==> config.mk <==
export PLATFORM = sky130hd
export DESIGN_NAME = spq_cell
export DESIGN_NICKNAME = d
export VERILOG_FILES = /design/src/hdl/spq_pkg.sv /design/src/hdl/spq_cell.sv
export SDC_FILE = /design/constraint.sdc
export NUM_CORES = 1
export LEC_CHECK = 0
export BUFFER_PORTS_ARGS = -buffer_cell sky130_fd_sc_hd__buf_4
export CORE_MARGIN = 2
export CORE_UTILIZATION = 40
export DETAILED_ROUTE_END_ITERATION = 16
export PLACE_DENSITY = 0.73
export SYNTH_ARGS = -nofsm -noshare
export SYNTH_HDL_FRONTEND = slang
export SYNTH_SLANG_ARGS = --single-unit
==> constraint.sdc <==
create_clock -name clk -period 6.2 [get_ports clk]
set_input_delay 0.93 -clock clk [delete_from_list [all_inputs] [get_ports clk]]
set_output_delay 0.93 -clock clk [all_outputs]
set_load 0.1 [all_outputs]
==> src/hdl/spq_pkg.sv <==
package spq_pkg;

  // word widths
  localparam int ValueW  = 32;
  localparam int StatusW = 2;
  localparam int OccW    = 7;

  // result status codes
  localparam logic [StatusW-1:0] STATUS_OK        = 2'd0;
  localparam logic [StatusW-1:0] STATUS_OVERFLOW  = 2'd1;
  localparam logic [StatusW-1:0] STATUS_UNDERFLOW = 2'd2;

  // input mode codes
  localparam logic MODE_INSERT = 1'b0;
  localparam logic MODE_REMOVE = 1'b1;

  // value returned by a removal from an empty queue
  localparam logic signed [ValueW-1:0] EMPTY_VALUE = -32'sd1;

  // operation broadcast to every cell
  typedef struct packed {
    logic                     ins;
    logic                     rem;
    logic signed [ValueW-1:0] value;
  } spq_op_t;

endpackage

==> src/hdl/spq_cell.sv <==
module spq_cell
  import spq_pkg::*;
(
  input  logic                     clk,
  input  spq_op_t                  op,
  input  logic                     occupied,
  input  logic                     prev_ge,
  input  logic signed [ValueW-1:0] prev_entry,
  input  logic signed [ValueW-1:0] next_entry,
  output logic                     ge,
  output logic signed [ValueW-1:0] entry
);

  // held entry stays ahead of an incoming equal or smaller value
  assign ge = occupied && (entry >= op.value);

  // insert: keep, take the new value, or take the neighbor above; remove: shift up
  always_ff @(posedge clk) begin
    if (op.ins) begin
      if (!ge) begin
        entry <= prev_ge ? op.value : prev_entry;
      end
    end else if (op.rem) begin
      entry <= next_entry;
    end
  end

endmodule

Word level (Yosys, flattened, before mapping)
Cells that the tools add are included.

storage, ports and cells
  input bits = 101
  memories = 0
  output and inout bits = 33
  word-level logic and storage cells = 10
  bits in read-only memories = 0
  register bits = 32
  bits in latches = 0
  bits in writable memories = 0

cells by class
  divide/modulo/power cells = 0
  shift-type cells = 0
  $add $sub $neg = 0
  multipliers = 0
  equality and inequality tests = 1
  bitwise operators = 0
  order comparisons = 1
  reduce and logical (&&, ||, !) cells = 3
  multiplexer cells = 4

operator list
  operator                              number
  32-bit two-way mux                    4
  32-bit greater-or-equal comparator    1
  2-bit != test, second input constant  1
  2-bit AND reduction                   1
  2-bit nonzero test                    1
  1-bit logical AND                     1

Longest topological paths before layout
  depth in word-level cells = 4
  depth in mapped cells = 8
  gate-level depth less buffers = 8

Worst setup path after synthesis
Ideal clock, no wire load.

  kind = reg-to-output
  start = register entry[14]
  end = output ge
  buffers on the path = 0
  required time = 5.270 ns
  path slack = 0.932 ns
  cell stages (with the launch flop) = 8
  arrival = 4.338 ns
  cells stage by stage = edfxtp_1 > ha_1 > and4_4 > a211oi_2 > o21ai_1 > o31ai_1 > nor2_1 > nor3b_1

on the way
  word-level cells in the longest chain between the ends = 2

RTL lines
  item                                RTL line        RTL
  start, declared                     spq_cell.sv:11  output logic signed [ValueW-1:0] entry
  start signal, assigned              spq_cell.sv:21  entry <= prev_ge ? op.value : prev_entry;
  start signal, assigned              spq_cell.sv:24  entry <= next_entry;
  32-bit greater-or-equal comparator  spq_cell.sv:15  assign ge = occupied && (entry >= op.value);
  1-bit logical AND                   spq_cell.sv:15
  end, declared                       spq_cell.sv:10  output logic ge,

No other way between the ends.

Worst setup path after layout
  start = input op[14] (netlist bit)
  end = output ge

on the way
  word-level cells in the longest chain between the ends = 2

RTL lines
  item                                RTL line        RTL
  start, declared                     spq_cell.sv:5   input spq_op_t op,
  32-bit greater-or-equal comparator  spq_cell.sv:15
  1-bit logical AND                   spq_cell.sv:15

No other way between the ends.

==> key figures <==
Detailed routing
  – Avg WL per Cell: 13.7 um
  – Drt first-iter violations: 76
  – Total Wirelength: around 6.3 mm
  – DRT Pass-1 Iters: 4
  – Drt drc: 0
  – Vias/cell: 4.91
  – Antenna-violating nets left: 0
  – Via count: 2270

Timing
  – Worst relative slew slack: 47.1%
  – Setup Skew: 0.00683 ns
  – Final setup violation count: 0
  – RSZ-0062 raised after global routing: no
  – Fin Setup TNS: 0 ns
  – Fmax: 264 MHz
  – Fin crit share: 61.0%
  – Worst slew pin tran: around 0.79 ns
  – Final hold vios: 0
  – Slew Viols, Final: 0
  – Period minus WS final: 3.78 ns
  – WHS: ~0.96 ns
  – Final setup margin: roughly 2.4 ns

Floorplanning
  – Io pins: roughly 130
  – Die width: 82.7 um
  – Rows: 28
  – Initial core utilization: 41.6%
  – Die Height: approximately 83 um
  – Std-Cell Core Area: 5960 um2
  – Die Area: 6840 um2

Logic synthesis
  – Number of distinct library cells after synthesis: 33
  – Syn_nets: 390
  – Synth warn: 0
  – Post-Syn Area: between 2000 and 2500 um2
  – Synthesized area per cell: 9.64 um2
  – Sequential share of the synthesized area: roughly 39%
  – Register bit total from synthesis: 32
  – Cell count after synthesis: 257

Place
  – Post-DP HPWL: 4.98 mm
  – GP Congestion: 0.770
  – Port buffer count: between 100 and 150
  – Placed inst area: 3530 um2
  – DP Worst Slack: 2.44 ns

Clock network
  – Skew-Pair Late Insertion Delay: a little under 0.3 ns
  – Inserted Clock Buffers: 5
  – # clock sinks: 32
  – Hold-fix buffers, CTS: 0
  – CTS H-tree lvls: 2
  – Worst-path clk slew: 0.07 ns
  – CTS tree: yes
  – Resized Gates After CTS: 0
  – Number of post-CTS setup repair buffers: 0
  – Clk root buf: clkbuf_8
  – Max Root-Sink Buffers: 2

Run
  – Max-Cap Viols: 0

Min path
  – Start point of the worst min-delay path: next_entry[13]
  – Min-Delay Path Class: primary input to flop
  – Hold EP: entry[13]
  – Worst hold stages: 3

Global route
  – Global route total overflow: 0
  – Global Route Usage Sum: 18.1%
  – Largest net degree at the start of global routing: 67
  – Antenna violations before repair: 0
  – Vias in the first global route: 2154
  – First-pass GRT wire length: ~9.5 mm

Finish
  – P&R area growth vs syn: 45.7%
  – Layout net count: 519
  – Max reg flops: 32
  – Largest Register: entry
  – Commonest non-fill, non-tap cell in the layout: buf_4
  – Top flop regs: entry x32
  – Fin area: 3610 um2
  – Layout cell share with drive strength beyond 1: 38.0%
  – Most frequent cells in the layout: 133 x buf_4, 44 x a21oi_1, 33 x nor2_1
  – # diodes: 0

Worst setup path
  – Critical path's slowest cell: buf_4
  – Worst Path Max Fanout: 3
  – Nature of the critical path startpoint: primary input
  – R2R Path Start: entry[14]
  – Critical R2R Capture: entry[18]
  – Crit path kind: primary input to output port
  – Crit end category: output port
  – Worst path most repeated cell: buf_4
  – R2r worst-path depth: 7
  – Worst setup path startpoint: op[14]
  – Critical Path, Cell by Cell: buf_4, inv_1, ha_1, and4_4, a211oi_2, o21ai_1, o31ai_1, nor2_1, nor3b_1, buf_4
  – Crit path largest cell delay: 0.33 ns
  – WP data arrival: between 2 and 3 ns
  – Worst EP required: roughly 5.3 ns
  – R2R Setup Slk: between 3 and 4 ns

Power
  – Pwr Density: about 230 nW/um2
  – P_leak: 1.82 nW
  – Worst IR Drop VDD: 0.125 mV

Status
  – Status: completed
[where the power goes]
group          internal, mW  switching [mW]  total, mW
sequential            0.270          0.0126      0.282
combinational         0.121           0.265      0.386
clock                0.0762          0.0826      0.159
total                 0.467           0.360      0.827
[kinds of logic (layout without fill, tap and decap cells)]
group	Yosys count	after routing	share of synthesized area, %
adders and majority gates	32	32	16.2
and+or+nand+nor	59	59	11.7
DFF	32	32	38.8
muxes	32	32	12.9
buffers and inverters	43	173	6.67
AOI/OAI and AO/OA	59	59	13.8
[cell type report]
cell class	instances	area [um2]
clock buffers	5	68.8
clock inverters	3	13.8
fillers	554	2350
inverters	32	120
multi-input cells	182	1350
flip-flops and latches	32	961
well taps	75	93.8
repair buffers	133	998
[stage by stage]
stage	power, mW	instances	util, %
2_1_floorplan	0.559	257	-
3_3_place_gp	0.669	454	59.2
3_5_place_dp	0.676	454	59.2
4_1_cts	0.834	462	60.6
5_1_grt	0.869	462	60.6
6_report	0.827	462	60.6
[cell usage after synthesis (all sizes together)]
cell type,n,area (um2)
a21oi,44,220
nor2,33,124
edfxtp,32,961
ha,32,400
inv,32,120
mux2i,32,320
nand2,8,30.0
clkbuf,7,26.3
buf,4,18.8
nand4,4,25.0
o21ai,4,20.0
a211oi,3,32.5
and4,3,28.8
a21o,2,15.0
nand3,2,10.0
nor2b,2,12.5
nor3b,2,20.0
o31ai,2,20.0
and3,1,6.26
nand2b,1,6.26
nor3,1,5.00
nor4b,1,15.0
o211ai,1,7.51
o21a,1,7.51
o2bb2ai,1,8.76
o32a,1,10.0
or2,1,6.26
[worst max-delay path by stage]
| stage | slack [ns] | end | cells past startpoint |
|---|---|---|---|
| 2_1_floorplan | 0.93 | ge | 7 |
| 3_3_place_gp | 2.51 | ge | 10 |
| 3_5_place_dp | 2.44 | ge | 10 |
| 4_1_cts | 2.43 | ge | 10 |
| 5_1_grt | 2.28 | ge | 10 |
| 6_report | 2.42 | ge | 10 |
[metal layers]
layer / GRT usage [%] / vias up / wire [um]
li1: - / 1189 / -
met1: 21.1 / 1002 / 2590
met2: 33.0 / 75 / 3220
met3: 4.89 / 4 / 489
met4: 4.26 / 0 / 29
met5: 0 / - / 0
[critical path, delay by kind of cell]
family / cells / cell delay [ns]
AOI/OAI and AO/OA: 3 / 0.62
adders and majority gates: 1 / 0.32
buffers and inverters: 3 / 0.45
and+or+nand+nor: 3 / 0.52
(Power assumes the default switching activity.)
